--- src/rtl/brk_pkg.sv ---
// shared types, constants and helpers for the bit vector rank engine
package brk_pkg;

  localparam int WORD_W  = 64;
  localparam int INDEX_W = 10;
  localparam int POS_W   = 16;
  localparam int RANK_W  = 17;
  localparam int WORDS_W = 12;
  localparam int PCNT_W  = 7;

  localparam logic OP_WRITE = 1'b0;
  localparam logic OP_RANK  = 1'b1;

  typedef enum logic [1:0] {
    REQ_WRITE,
    REQ_QUERY,
    REQ_ZERO
  } req_kind_t;

  typedef struct packed {
    req_kind_t           kind;
    logic [INDEX_W-1:0]  word_addr;
    logic [WORD_W-1:0]   word_value;
    logic [POS_W-1:0]    position;
  } req_t;

  typedef enum logic [1:0] {
    B_IDLE,
    B_REBUILD,
    B_COUNT,
    B_SUM
  } back_state_t;

  // adder tree: nibble counts, then groups of four, then the final four
  function automatic logic [PCNT_W-1:0] popcount64(input logic [WORD_W-1:0] x);
    logic [2:0] c4 [16];
    logic [4:0] c16 [4];
    for (int i = 0; i < 16; i++) begin
      c4[i] = 3'(x[4*i]) + 3'(x[4*i+1]) + 3'(x[4*i+2]) + 3'(x[4*i+3]);
    end
    for (int j = 0; j < 4; j++) begin
      c16[j] = 5'(c4[4*j]) + 5'(c4[4*j+1]) + 5'(c4[4*j+2]) + 5'(c4[4*j+3]);
    end
    return (PCNT_W'(c16[0]) + PCNT_W'(c16[1])) + (PCNT_W'(c16[2]) + PCNT_W'(c16[3]));
  endfunction

endpackage

--- src/rtl/brk_front.sv ---
// front end: takes requests, drops out-of-range writes, clamps rank positions
module brk_front
  import brk_pkg::*;
(
  input  logic               item_valid,
  output logic               item_stall,
  input  logic               op,
  input  logic [INDEX_W-1:0] word_addr,
  input  logic [WORD_W-1:0]  word_value,
  input  logic [POS_W-1:0]   position,
  input  logic [RANK_W-1:0]  bits_used,
  input  logic [WORDS_W-1:0] words_used,
  input  logic               q_full,
  output logic               push,
  output req_t               push_req
);

  logic              accept;
  logic              in_range;
  logic [RANK_W-1:0] last_bit;
  logic [POS_W-1:0]  pos_clamped;

  assign item_stall = q_full;
  assign accept     = item_valid && !q_full;
  assign in_range   = WORDS_W'(word_addr) < words_used;
  assign last_bit   = bits_used - RANK_W'(1);

  always_comb begin
    if (RANK_W'(position) >= bits_used) begin
      pos_clamped = last_bit[POS_W-1:0];
    end else begin
      pos_clamped = position;
    end
  end

  always_comb begin
    push_req.word_addr  = word_addr;
    push_req.word_value = word_value;
    push_req.position   = pos_clamped;
    push                = 1'b0;
    if (op == OP_WRITE) begin
      push_req.kind = REQ_WRITE;
      push          = accept && in_range;
    end else begin
      // empty vector answers zero without touching the directory
      push_req.kind = (bits_used == '0) ? REQ_ZERO : REQ_QUERY;
      push          = accept;
    end
  end

endmodule

--- config.mk ---
export PLATFORM = sky130hd
export DESIGN_NAME = brk_front
export DESIGN_NICKNAME = d
export VERILOG_FILES = /design/src/rtl/brk_pkg.sv /design/src/rtl/brk_front.sv
export SDC_FILE = /design/constraint.sdc
export NUM_CORES = 1
export LEC_CHECK = 0
export BUFFER_PORTS_ARGS = -buffer_cell sky130_fd_sc_hd__buf_2
export CORE_AREA = 5 5 80 82
export DETAILED_ROUTE_END_ITERATION = 8
export DIE_AREA = 0 0 85 87
export PLACE_DENSITY_LB_ADDON = 0.3
export SLEW_MARGIN = 20
export SYNTH_ARGS = -nofsm -noshare
export SYNTH_HDL_FRONTEND = slang
export SYNTH_SLANG_ARGS = --single-unit
--- constraint.sdc ---
create_clock -name vclk -period 1.8
set_input_delay 0.09 -clock vclk [all_inputs]
set_output_delay 0.09 -clock vclk [all_outputs]
set_load 0.05 [all_outputs]
---- Word-level counts from Yosys, hierarchy flattened ----
Cells that the tools add are included.
storage, ports and cells
  register bits after elaboration ......... 0
  input port bits ......................... 122
  output and inout bits ................... 94
  word-level logic and storage cells ...... 11
operators by class
  $add $sub $neg .......................... 1
  order comparisons ....................... 2
  multiplexer cells ....................... 4
  reduce and logical (&&, ||, !) cells .... 4
operators by type and width
  cell                                                                   number
  16-bit by 17-bit greater-or-equal comparator with 1-bit output         1
  17-bit zero test                                                       1
  16-bit two-way mux                                                     1
  16-bit by 1-bit subtractor with 16-bit output (second input constant)  1
  10-bit by 12-bit < comparator with 1-bit output                        1
  2-bit two-way mux                                                      2
  1-bit logical AND                                                      2
  1-bit zero test                                                        1
  1-bit two-way mux                                                      1

---- Depth between registers and ports, before layout ----
  depth after elaboration ................. 4
  depth in mapped cells ................... 9
  gate-level depth less buffers ........... 8

---- Worst setup path after synthesis ----
No wires, ideal clock.
  kind .................................... input port to output port
  start point ............................. input port words_used[8]
  end point ............................... output port push
  arrival ................................. 2.517 ns
  data required time ...................... 1.710 ns
  path slack .............................. -0.807 ns
  stages .................................. 7
  path buffers ............................ 0
  path through ............................ inv_1 > ha_1 > a21o_1 > a21oi_1 > o32a_1 > nor2_1 > nor4b_1
between the ends
  word-level cells in the longest chain between the ends .. 3
ends and longest elaborated chain
  element                                          RTL line         source
  start, declared                                  brk_front.sv:12  input logic [WORDS_W-1:0] words_used,
  10-bit by 12-bit < comparator with 1-bit output  brk_front.sv:25  assign in_range = WORDS_W'(word_addr) < words_used;
  1-bit logical AND                                brk_front.sv:43  push = accept && in_range;
  1-bit two-way mux                                brk_front.sv:41  if (op == OP_WRITE) begin
  end, declared                                    brk_front.sv:14  output logic push,
No other way between the ends.

==> results.md <==
- The flow ran to the end, but the final reports show violations.
- The final reports fail on negative setup slack.
- After detailed routing, the average wire length per cell comes to 13.62 microns.
- Power spread over the standard cell area amounts to 321.9 nW/um^2.
- The final critical path takes up 102.4% of the cycle.
- The post-synthesis cell count is ~220.
- The shortest period the worst path allows is 1843 ps.
- The starting density of the core is 31.39%.
- Setup slack on the critical path of the routed design comes to -43.33 ps.
- After clock tree synthesis, the flow added hold-fix buffers numbering 0.
- The total iterations of the first detailed-routing run is 4.
- The number of top-level pins is between 200 and 250.
- Dividing the detail-routed via count by the number of cells gives 4.491.
- The floorplan step set the die height to just under 90 microns.
- The number of placement rows is 28.
- At the pin with the least slew margin, the transition time is 320.3 ps.
- The number of sequential cells is 0.
- For the worst setup path, the data required time is approximately 1700 ps.
- The die area is 7395 sq um.
- The number of global-route vias before repair came to 1719.
- The max-cap check violation count is 0.
- The count of pins over their slew limit came to 0.
- On the final layout, the worst hold slack is roughly 180 ps.
- STA classifies the critical path startpoint as an input pin.
- Adding up every negative setup slack in the final design gives -290.7 ps.
- Once detail routing completed, the nets flagged for antenna violations numbered 0.
- The global-route congestion overflow total is 0.
- Setup violations remaining at the end of the flow were counted as 14.
- The initial antenna violation count is 0.
- Across every metal layer, demand over resource in global routing totals 12.30%.
- The count of routing violations after the opening detailed-route iteration is 19.
- The area occupied by registers is 0 sq um.
- The number of nets in the layout is roughly 430.
- The repair_antennas step left the layout with diodes totalling 0.
- Relative to the synthesized area, the layout overhead comes to 43.33%.
- The count of cell types in the netlist is 39.
- The hold violation count in the final report is 0.
- The cell seen most often among critical-path stages is sky130_fd_sc_hd__o21ai_2.
- The most frequent standard cell in the layout excluding fill and tap cells is sky130_fd_sc_hd__buf_2.
- In the finished layout, the clock tree contains a buffer count of 0.
- The area inside the core boundary is 5675 sq um.
- The die width is between 80 and 90 microns.
- The global-route wire length before repair is just under 8000 microns.
- The filler-free cell count of the finished design is about 350.
- At the worst endpoint, the arrival time is about 1800 ps.
- Synthesis produced a netlist with a net count of between 300 and 400.
- The static leakage power is 1.329 nW.
- On the critical path, the stage with the largest delay is an instance of sky130_fd_sc_hd__mux2_4.
- The routed wire length is roughly 4800 microns.
- Cells with a size suffix above 1 make up just over 70% of the layout.
- Summed over all nets, the half-perimeter wirelength after detailed placement is approximately 4000 microns.
- The synthesized design devotes to its leading area cell type roughly a third of total area.
- The routability congestion estimate from global placement is 0.8125.
- Walking the worst path, the cells encountered are buf_2 > inv_2 > ha_2 > nand2_2 > o21ai_2 > a21oi_2 > o21ai_2 > a21oi_4 > buf_12 > mux2_4 > buf_8.
- Static timing analysis puts the maximum clock frequency at roughly 0.54 GHz.
- Along the worst path, the maximum fanout reaches 8.
- The residual DRC count is 0.
- The category of the most critical setup path is in2out.
- The count of buffers added on input and output ports is 88.
- In this run the tightest slew margin relative to its limit is slightly below 80%.
- The critical path endpoint category is an output port.
- In this run, placement finished with an instance count of roughly 350.
- By area the synthesized netlist is led by sky130_fd_sc_hd__buf_4, sky130_fd_sc_hd__ha_1, sky130_fd_sc_hd__mux2_4.
- The largest total area in the synthesized netlist belongs to sky130_fd_sc_hd__buf_4.
- Averaged over all synthesized cells, the footprint is 7.990 sq um.
- The pin count of the biggest net entering global routing is 9.
- The worst stage delay on the critical path is about 320 ps.
- The worst hold path belongs to the class in2out.
- For this run, the number of Yosys warnings is 0.
- Setup repair after global routing could not meet its margin everywhere.
- In the layout the commonest cells are sky130_fd_sc_hd__buf_2, sky130_fd_sc_hd__buf_4, sky130_fd_sc_hd__buf_6.
- The sequential fraction of the synthesis area is 0%.
- The routed layout has 1581 vias.
- OpenSTA, run right after detailed placement, puts the worst setup slack at -201.1 ps.
- The cell area that synthesis handed to floorplanning was about 1800 sq um.
- The peak supply drop is 164.9 uV.
-- final timing paths --
check	slack (ps)	start	end	depth (start not counted)
max	-40	bits_used[1]	push_req[3]	11
min	180	word_value[38]	push_req[54]	0
-- metrics by stage --
step | cell area, sq um | utilization [%] | power, mW
floorplan | 1844 | - | 0.8254
global placement | 2091 | 36.84 | 0.6516
detailed placement | 2091 | 36.84 | 0.6555
CTS | 2446 | 43.10 | 0.7925
global route | 2554 | 45.00 | 0.8844
finish | 2554 | 45.00 | 0.8220
-- critical path, delay by kind of cell --
family / cells / cell delay, ps
mux: 1 / 320
fa+ha+maj: 1 / 270
buf+inv: 4 / 510
compound gates: 4 / 470
simple gates: 1 / 60
-- kinds of logic (layout without fill, tap and decap cells) --
logic type | after synthesis | count (layout) | share of synthesized area (%)
buffers and inverters | 103 | 157 | 38.41
XOR/XNOR | 12 | 12 | 5.899
multiplexers | 16 | 16 | 11.66
AND/OR/NAND/NOR | 43 | 43 | 17.28
AO/OA/AOI/OAI | 23 | 23 | 8.497
adder cells (fa/ha/maj) | 26 | 26 | 18.26
-- metal layers --
metal	vias to the layer above	GRT usage (%)	wire length, microns
met5	-	0	0
met4	0	2.158	60
met3	12	4.730	630
met2	106	22.88	2389
met1	679	13.33	1714
li1	784	-	-
-- final cells by class --
type	instances	area (sq um)
Timing Repair Buffer	130	975.9
Multi-Input combinational cell	120	1368
Inverter	27	116.4
Tap cell	75	93.84
Fill cell	559	3122
-- report_power, final --
group	leakage [nW]	internal [mW]	switching, mW	total [mW]
combinational	1.33	0.390	0.432	0.822
clock	0	0	0	0
sequential	0	0	0	0
-- Yosys cell counts --
cell type / number
sky130_fd_sc_hd__xor2_1: 1
sky130_fd_sc_hd__nor2b_1: 2
sky130_fd_sc_hd__o31ai_1: 1
sky130_fd_sc_hd__nor4b_1: 1
sky130_fd_sc_hd__nand4_2: 2
sky130_fd_sc_hd__mux2i_1: 2
sky130_fd_sc_hd__mux2_4: 8
sky130_fd_sc_hd__nor2_1: 9
sky130_fd_sc_hd__a21oi_4: 1
sky130_fd_sc_hd__nand4b_1: 2
sky130_fd_sc_hd__nor3_4: 1
sky130_fd_sc_hd__o21ai_0: 1
sky130_fd_sc_hd__o21ai_1: 1
sky130_fd_sc_hd__buf_12: 1
sky130_fd_sc_hd__nor4_2: 1
sky130_fd_sc_hd__mux2_2: 5
sky130_fd_sc_hd__buf_4: 75
sky130_fd_sc_hd__nand2b_1: 1
sky130_fd_sc_hd__and2_1: 1
sky130_fd_sc_hd__o22ai_1: 1
sky130_fd_sc_hd__mux2_1: 1
sky130_fd_sc_hd__and3_4: 1
sky130_fd_sc_hd__o32a_1: 1
sky130_fd_sc_hd__nor4b_4: 1
sky130_fd_sc_hd__xnor2_1: 11
sky130_fd_sc_hd__or4_4: 2
sky130_fd_sc_hd__ha_1: 26
sky130_fd_sc_hd__inv_2: 3
sky130_fd_sc_hd__a21oi_1: 11
sky130_fd_sc_hd__nand3b_4: 1
sky130_fd_sc_hd__nand3_1: 3
sky130_fd_sc_hd__nand2_4: 1
sky130_fd_sc_hd__nor4_1: 1
sky130_fd_sc_hd__o21ai_2: 1
sky130_fd_sc_hd__nand2_1: 8
sky130_fd_sc_hd__nor3_1: 2
sky130_fd_sc_hd__a21o_1: 5
sky130_fd_sc_hd__inv_1: 24
sky130_fd_sc_hd__nand4_1: 3
-- what timing repair did --
item	4_1_cts	5_1_grt
pin swaps	17	12
endpoints found under the hold margin	0	0
resized for setup	81	24
setup endpoints to repair	17	17
buffers inserted	3	3
Note: power is estimated with default switching activity, not from simulation.
