--- src/rtl/brk_pkg.sv ---
// shared types, constants and helpers for the bit vector rank engine
package brk_pkg;

  localparam int WORD_W  = 64;
  localparam int INDEX_W = 10;
  localparam int POS_W   = 16;
  localparam int RANK_W  = 17;
  localparam int WORDS_W = 12;
  localparam int PCNT_W  = 7;

  localparam logic OP_WRITE = 1'b0;
  localparam logic OP_RANK  = 1'b1;

  typedef enum logic [1:0] {
    REQ_WRITE,
    REQ_QUERY,
    REQ_ZERO
  } req_kind_t;

  typedef struct packed {
    req_kind_t           kind;
    logic [INDEX_W-1:0]  word_addr;
    logic [WORD_W-1:0]   word_value;
    logic [POS_W-1:0]    position;
  } req_t;

  typedef enum logic [1:0] {
    B_IDLE,
    B_REBUILD,
    B_COUNT,
    B_SUM
  } back_state_t;

  // adder tree: nibble counts, then groups of four, then the final four
  function automatic logic [PCNT_W-1:0] popcount64(input logic [WORD_W-1:0] x);
    logic [2:0] c4 [16];
    logic [4:0] c16 [4];
    for (int i = 0; i < 16; i++) begin
      c4[i] = 3'(x[4*i]) + 3'(x[4*i+1]) + 3'(x[4*i+2]) + 3'(x[4*i+3]);
    end
    for (int j = 0; j < 4; j++) begin
      c16[j] = 5'(c4[4*j]) + 5'(c4[4*j+1]) + 5'(c4[4*j+2]) + 5'(c4[4*j+3]);
    end
    return (PCNT_W'(c16[0]) + PCNT_W'(c16[1])) + (PCNT_W'(c16[2]) + PCNT_W'(c16[3]));
  endfunction

endpackage

--- src/rtl/brk_queue.sv ---
// two-entry request queue between front and back
module brk_queue
  import brk_pkg::*;
(
  input  logic clk,
  input  logic rst,
  input  logic push,
  input  req_t push_req,
  output logic full,
  input  logic pop,
  output logic empty,
  output req_t head
);

  req_t       entries [2];
  logic       wr_ptr;
  logic       rd_ptr;
  logic [1:0] count;

  assign full  = (count == 2'd2);
  assign empty = (count == 2'd0);
  assign head  = entries[rd_ptr];

  always_ff @(posedge clk) begin
    if (rst) begin
      wr_ptr <= 1'b0;
      rd_ptr <= 1'b0;
      count  <= 2'd0;
    end else begin
      if (push) begin
        wr_ptr <= !wr_ptr;
      end
      if (pop) begin
        rd_ptr <= !rd_ptr;
      end
      if (push && !pop) begin
        count <= count + 2'd1;
      end else if (pop && !push) begin
        count <= count - 2'd1;
      end
    end
  end

  always_ff @(posedge clk) begin
    if (push) begin
      entries[wr_ptr] <= push_req;
    end
  end

endmodule

--- config.mk ---
export PLATFORM = sky130hd
export DESIGN_NAME = brk_queue
export DESIGN_NICKNAME = d
export VERILOG_FILES = /design/src/rtl/brk_pkg.sv /design/src/rtl/brk_queue.sv
export SDC_FILE = /design/constraint.sdc
export NUM_CORES = 1
export LEC_CHECK = 0
export ABC_AREA = 1
export BUFFER_PORTS_ARGS = -buffer_cell sky130_fd_sc_hd__buf_2
export CAP_MARGIN = 20
export CORE_MARGIN = 5
export CORE_UTILIZATION = 30
export CTS_BUF_LIST = sky130_fd_sc_hd__clkbuf_16
export DETAILED_ROUTE_END_ITERATION = 12
export GPL_ROUTABILITY_DRIVEN = 0
export PLACE_DENSITY_LB_ADDON = 0.2
export SYNTH_ARGS = -nofsm -noshare
export SYNTH_HDL_FRONTEND = slang
export SYNTH_SLANG_ARGS = --single-unit
--- constraint.sdc ---
create_clock -name clk -period 15.09 [get_ports clk]
set_clock_uncertainty 0.1 [all_clocks]
set_input_delay 4.527 -clock clk [delete_from_list [all_inputs] [get_ports clk]]
set_output_delay 4.527 -clock clk [all_outputs]
set_load 0.02 [all_outputs]
# Yosys cells after proc, flatten, opt, wreduce, memory -nomap -nowiden
# Memory sizes are Yosys's and may differ from the RTL's. A register that Yosys moved wholly into a read port is not among the register bits.
# Cells that the tools add are included.
# op_classes
n_addsub,2
n_eq_ne,1
muxes,6
n_reduce_logical,8
# op_table
operator,count
$logic_not A1 Y1,4
$mux W1,4
$mux W2,2
$add A2 B1 Y2 const B,1
$eq A2 B2 Y1 const B,1
$logic_and A1 B1 Y1,2
$logic_not A2 Y1,1
$reduce_bool A2 Y1,1
$sub A2 B1 Y2 const B,1
# totals
ff_bits,4
ram_bits,184
inputBits,96
output_inout_bits,94
word_cells,21
memories,1
# mem_list
name,words,width,read_ports,rd_clocked_by_memory_dff,wr,line_no,source
entries,2,92,1,1,1,brk_queue.sv:15,req_t entries [2];

# Longest topological paths before layout
# Gate-level depths: netlist (run 1).
# depth
depth_word,4
mapped_depth,8
mapped_depth_nobuf,8

# Least setup slack after synthesis (run 1)
# No wires, ideal clock.
# synth_path
path_kind,input to register
start,in push
end,mem entries[0][0] (netlist bit) (enable)
setup_ns,0.546
t_arrival_ns,8.419
required_ns,14.444
path_slack_ns,6.025
stages,2
path_buffers,0
cell_sequence,inv_1 > nor2_1
# synth_via
elab_chain_cells,2
# synth_rtl
item,line_no,source
from (decl),brk_queue.sv:7,"input logic push,"
$mux W1,brk_queue.sv:45,if (push) begin
$mux W1 (implied by the code),brk_queue.sv:46,entries[wr_ptr] <= push_req;
to (decl),brk_queue.sv:15,
# Every way passes these cells.

==> summary.md, run 1 <==
| Metric | Value |
|---|---|
| Max rail drop VDD | approximately 0.000058 V |
| FP Rows | 57 |
| Die X | around 170 um |
| Post-DR wirelength/cell | 16.20 um |
| Clock-pin slew on the worst setup and hold paths | 70 ps |
| Ranking of synthesized cells by area | edfxtp_1 76%, mux2_4 17%, buf_12 2.2% |
| Mapped cell area | 7264 sq um |
| Post-CTS sizing | 0 |
| Layout area overhead | 24.47% |
| Number of global-route vias before repair | about 3,800 |
| Worst Path Arrival | ~2700 ps |
| Worst slew pin tran | between 1000 and 1500 ps |
| CP Max Fanout | 54 |
| Setup TNS after final layout | 0 ps |
| Synth warnings | 0 |
| CP Buf/Inv Count | 2 |
| Worst min path class | reg -> reg |
| H-Tree Depth | 4 |
| Pwr dens | around 130 nW/um^2 |
| Slew HR | 31.02% |
| Yosys reg bits | roughly 190 |
| Count of final hold-check violations | 0 |
| Slowest-stage cell, CP | buf_4 |
| Dpl cell area | 8476 sq um |
| Largest net degree at the start of global routing | 61 |
| Avg Inst Size Synth | between 20 and 25 sq um |
| # port buffers | about 190 |
| Ordered cell list for the critical path | buf_4 -> mux2_2 -> buf_2 |
| Fmax | 135.8 MHz |
| Gr usage total | between 10% and 20% |
| Antenna-violating nets left | 0 |
| Setup ws final | 7725 ps |
| Post-synth top area share | 76.06% |
| Final setup vio count | 0 |
| Area leader, netlist | edfxtp_1 |
| Tmin final | approximately 7400 ps |
| Filler cell count | ~2,300 |
| Max-cap viol count | 0 |
| Setup bufs post-CTS | 0 |
| Iter 0 DRT Violations | between 100 and 150 |
| Global route overflow | 0 |
| Detailed-router iteration count before antenna repair | 5 |
| RSZ-0062 raised after global routing | no |
| DR vias | between 3,000 and 4,000 |
| Die area | 27,430 sq um |
| Fin util | between 30% and 40% |
| CP required | between 10,000 and 15,000 ps |
| HPWL after DPL | around 9400 um |
| Die H | 165.6 um |
| Initial Utilization | a little under a third |
| Routed wire length | roughly 14,000 um |
| Count of different cell masters after synthesis | 17 |
| First-pass GRT wire length | 21,290 um |
| Vias per cell | between 4 and 5 |
| Largest delay contributor family on the critical path | buffers and inverters |
| Final-report max-slew violation count | 0 |
| Share of layout cells above drive strength 1 | 59.59% |
| IO Pins | between 150 and 200 |
| Hold buffers post-CTS | 0 |
| Cells after Synth | about 320 |
| Place WS | between 8000 and 9000 ps |
| Initial antenna violation count | 1 |
| Register area share after synthesis | 77.44% |
| Period utilisation layout | 48.81% |
| Post-Syn Nets | approximately 420 |
| CTS tree | done |
| Drt drc | 0 |
| Status | complete, no violations |
| Multi-input logic area | roughly 1400 sq um |
| Final Instance Area | 9042 sq um |
| CTS Buf Count | 17 |
| Net count, final | about 600 |
| CTS sink count | 189 |
| FF-to-FF setup slack | around 13,000 ps |
| Sequential cell area | 5629 sq um |
| CTS Root Cell | clkbuf_16 |
| Core box area | 24,110 sq um |
| Critical path type | reg -> out |
| CP Capture Type | output pin |
| Static Leak | 0.003539 uW |
| CTS Buffer Depth | 2 |
| Worst skew pair latency | ~420 ps |
| Max stage delay on crit path | between 800 and 900 ps |
| Critical Path Start Type | register |
## worst min-delay path: cells and delay by family (launching register included)
kind | cells | cell delay [ps]
flip-flops | 1 | 330
AND/OR/NAND/NOR | 1 | 70
XOR/XNOR | 1 | 90
## metal layers
| layer | vias to the layer above | GRT usage (%) | wire length, um |
|---|---|---|---|
| li1 | 1653 | - | - |
| met1 | 1720 | 11.36 | 5585 |
| met2 | 112 | 17.28 | 7178 |
| met3 | 14 | 3.694 | 882 |
| met4 | 0 | 4.089 | 254 |
| met5 | - | 0 | 0 |
## cell families (layout without fill, tap and decap cells)
family	after synthesis	in the layout	synth area share, %
simple gates	15	15	0.8440
other cells	0	2	0
fa+ha+maj	1	1	0.1722
compound gates	2	2	0.1377
xor+xnor	1	1	0.1206
buf+inv	19	232	2.893
mux	92	92	18.39
flops	189	189	77.44
## path summary, 6_finish.rpt
check                                          from  cells past startpoint                  endpoint
worst max-delay path                       register                      3                  head[83]
worst min-delay path            rd_ptr$_SDFFE_PP0P_                      2       rd_ptr$_SDFFE_PP0P_
worst max register to register  wr_ptr$_SDFFE_PP0P_                      2  entries[0][56]$_DFFE_PP_
worst min register to register  rd_ptr$_SDFFE_PP0P_                      2       rd_ptr$_SDFFE_PP0P_
## cell usage after synthesis (all sizes together)
| cell type | n |
|---|---|
| nand4 | 1 |
| xnor2 | 1 |
| dfxtp | 5 |
| nand2 | 5 |
| inv | 9 |
| nor3 | 1 |
| o21ai | 1 |
| nor2 | 7 |
| ha | 1 |
| edfxtp | 184 |
| buf | 10 |
| mux2 | 92 |
| nand3 | 1 |
| a21oi | 1 |
## area by class of cell
type | instances | share of cell area, %
timing repair buffer | 192 | 10.71
antenna | 2 | 0.05535
clock inverter | 14 | 1.508
inverter | 9 | 0.4013
sequential | 189 | 62.25
tap | 324 | 4.483
multi-input combinational | 111 | 15.88
clock buffer | 17 | 4.705
## registers in the layout (all words and copies together), names as in the netlist, named ones only
name	cells
wr_ptr	1
rd_ptr	1
entries	184
count	2
## power breakdown
| group | internal [uW] | leakage, uW | switching [uW] |
|---|---|---|---|
| clock network | 230 | 0.000281 | 198 |
| logic | 67.9 | 0.00149 | 81.2 |
| registers | 607 | 0.00177 | 12.6 |
## through the flow
stage	total power (uW)	hold WS (ps)	std cells
after floorplan	739.4	379.9	319
after global placement	781.9	393.0	825
after detailed placement	785.2	401.5	825
after CTS	1217	419.6	856
after global routing	1249	449.3	857
final	1197	422.0	858
## placed cells by master (no fill, tap or decap)
cell / n
inv_4: 1
clkinv_4: 1
diode_2: 2
buf_4: 3
a21oi_1: 1
o21ai_0: 1
ha_1: 1
inv_8: 1
xnor2_1: 1
nand4_1: 1
clkinv_8: 1
dfxtp_1: 4
inv_6: 5
buf_2: 189
bufinv_16: 1
nand3_1: 1
nand2_1: 5
nor3_1: 1
clkinv_2: 3
mux2_4: 80
inv_1: 9
nor2_1: 6
nor2_4: 1
edfxtp_1: 184
mux2_2: 12
clkinvlp_4: 1
dfxtp_4: 1
clkbuf_16: 17
No activity file was read; power rests on OpenSTA's default activity.
==> inputs of run 2 (changes only) <==
- clock period: 15.09 -> 7.33 ns (I/O delays scaled with it)
==> run 2 against run 1 <==
Compared with the run above:
- non-clock buffer count up 2
- flip-flop and latch count did not move
- hold slack better by 3.9 ps
- cell count unchanged
- critical path depth unchanged
- clock power rose by 100%
- routed wire length up 2.3%
- global-route usage increased by 0.37 points
- highest routed layer is now met5
- largest cell class unchanged
- count of clock-buffer cells in the layout did not move
- via count up 0.89%
- sequential share of layout area shrank 0.12 points
- register-to-register slack got worse by 7500 ps
==> summary.md, run 2 (synthesis gave the netlist of run 1 again) <==
| Metric | Value |
|---|---|
| Clock-pin slew on the worst setup and hold paths | 70 ps (about the same) |
| Number of global-route vias before repair | 3,915 (was 3,781) |
| CTS Buffer Depth | 2 (unchanged) |
| RSZ-0062 raised after global routing | no (unchanged) |
| IO Pins | 190 (unchanged) |
| Period utilisation layout | between 60 and 70% |
| CTS Root Cell | clkbuf_16 (unchanged) |
| Worst min path class | reg -> reg (unchanged) |
| First-pass GRT wire length | 22,140 um (was 21,290 um) |
| Final-report max-slew violation count | 0 (unchanged) |
| CTS tree | done (unchanged) |
| Setup ws final | 2879 ps (was 7725 ps) |
| Dpl cell area | 8496 sq um (was 8476 sq um) |
| Net count, final | 619 (was 617) |
| Pwr dens | 269.9 nW/um^2 (was 132.4 nW/um^2) |
| FF-to-FF setup slack | 5140 ps (was 12,620 ps) |
| Global route overflow | 0 (unchanged) |
| Drt drc | 0 (unchanged) |
| CP Max Fanout | 57 (was 54) |
| Worst Path Arrival | 2150 ps (was 2740 ps) |
| Setup bufs post-CTS | 0 (unchanged) |
| Commonest non-fill, non-tap cell in the layout | buf_2 (unchanged) |
| Critical Path Start Type | register (unchanged) |
| Count of final hold-check violations | 0 (unchanged) |
| Core box area | 24,110 sq um (unchanged) |
| Most frequent cells in the layout | 189 x buf_2, 184 x edfxtp_1, 80 x mux2_4, 17 x clkbuf_16, 12 x mux2_2 (unchanged) |
| Initial antenna violation count | 1 (unchanged) |
| Die area | 27,430 sq um (unchanged) |
| Antenna-violating nets left | 0 (unchanged) |
| Iter 0 DRT Violations | 122 (was 102) |
| Routed wire length | 14,230 um (was 13,900 um) |
| # port buffers | 189 (unchanged) |
| Static Leak | 0.003547 uW (was 0.003539 uW) |
| Share of layout cells above drive strength 1 | 59.36% (was 59.59%) |
| DR vias | 3,530 (was 3,499) |
| FP Rows | 57 (unchanged) |
| Status | complete, no violations (unchanged) |
| Hold buffers post-CTS | 0 (unchanged) |
| CP required | 5030 ps (was 10,460 ps) |
| CTS Buf Count | 17 (unchanged) |
| Vias per cell | 4.114 (was 4.078) |
| Place WS | 3144 ps (was 8083 ps) |
| CTS sink count | 189 (unchanged) |
| Largest regs | entries: 184 flops, count: 2 flops (unchanged) |
| Slew HR | 30.92% (was 31.02%) |
| Max rail drop VDD | 0.0001191 V (was 0.00005752 V) |
| Detailed-router iteration count before antenna repair | 4 (was 5) |
| Die H | 165.6 um (unchanged) |
| H-Tree Depth | 4 (unchanged) |
| Fmax | around 220 MHz |
| Setup TNS after final layout | 0 ps (unchanged) |
| Tmin final | around 4500 ps |
| Worst skew pair latency | 420 ps (about the same) |
| Final setup vio count | 0 (unchanged) |
| Initial Utilization | 30.14% (unchanged) |
| HPWL after DPL | 9567 um (was 9448 um) |
| Die X | 165.6 um (unchanged) |
| # diodes | 0 (was 2) |
| Max-cap viol count | 0 (unchanged) |
| Number of flip-flops in the largest register | 184 (unchanged) |
| Top reg by flops | entries (unchanged) |
| Post-CTS sizing | 0 (unchanged) |
| Largest net degree at the start of global routing | 59 (was 61) |
| Layout area overhead | 24.72% (was 24.47%) |
| Post-DR wirelength/cell | 16.58 um (was 16.20 um) |
| Gr usage total | 10.43% (was 10.05%) |
| Hold WS | 425.9 ps (was 422.0 ps) |
| Final Instance Area | 9060 sq um (was 9042 sq um) |
| CP Capture Type | output pin (unchanged) |
| Worst slew pin tran | 1036 ps (was 1032 ps) |
| Critical path type | reg -> out (unchanged) |
## run 2: cell types whose count changed in the layout (fill, tap and decap cells not counted)
cell / before / now
inv_1: 9 / 10
inv_8: 1 / 0
clkinv_4: 1 / 2
clkinvlp_4: 1 / 2
clkinv_1: 0 / 1
buf_12: 0 / 2
inv_6: 5 / 4
clkinv_8: 1 / 0
diode_2: 2 / 0
clkinv_2: 3 / 2
## run 2: per-layer routing
layer	track usage, %	part of all wire (%)	up-vias
met5	0	0.049	-
met3	3.551	5.6	9
li1	-	-	1651
met4	3.336	0.99	2
met2	17.70	52	112
met1	12.54	41	1756
## run 2: power by group
part | leakage, uW | switching, uW | internal (uW)
clock | 0.000270 | 390 | 467
sequential | 0.00177 | 13.7 | 1250
combinational | 0.00151 | 182 | 144
## run 2: final timing paths
| path | cells past startpoint | startpoint | end |
|---|---|---|---|
| max | 3 | register | head[89] |
| min | 2 | rd_ptr$_SDFFE_PP0P_ | register |
| max reg2reg | 3 | wr_ptr$_SDFFE_PP0P_ | entries[1][63]$_DFFE_PP_ |
| min reg2reg | 2 | rd_ptr$_SDFFE_PP0P_ | register |
## run 2: area by class of cell
cell class	count	area, sq um
Clock buffer	17	425.4
Clock inverter	14	118.9
Fill cell	2336	15050
Inverter	9	36.28
Multi-Input combinational cell	111	1436
Sequential cell	189	5629
Tap cell	324	405.4
Timing Repair Buffer	194	1008
## run 2: through the flow
step           cells  power, uW  utilization (%)
4_1_cts          857       2487            37.50
3_5_place_dp     826       1620            35.24
2_1_floorplan    319       1522                -
5_1_grt          858       2556            37.58
6_report         858       2446            37.58
3_3_place_gp     826       1613            35.24
## run 2: critical path, stage by stage, from the launching register on
cell and delay (ps):
dfxtp_4 350, buf_4 760, mux2_2 420, buf_2 160
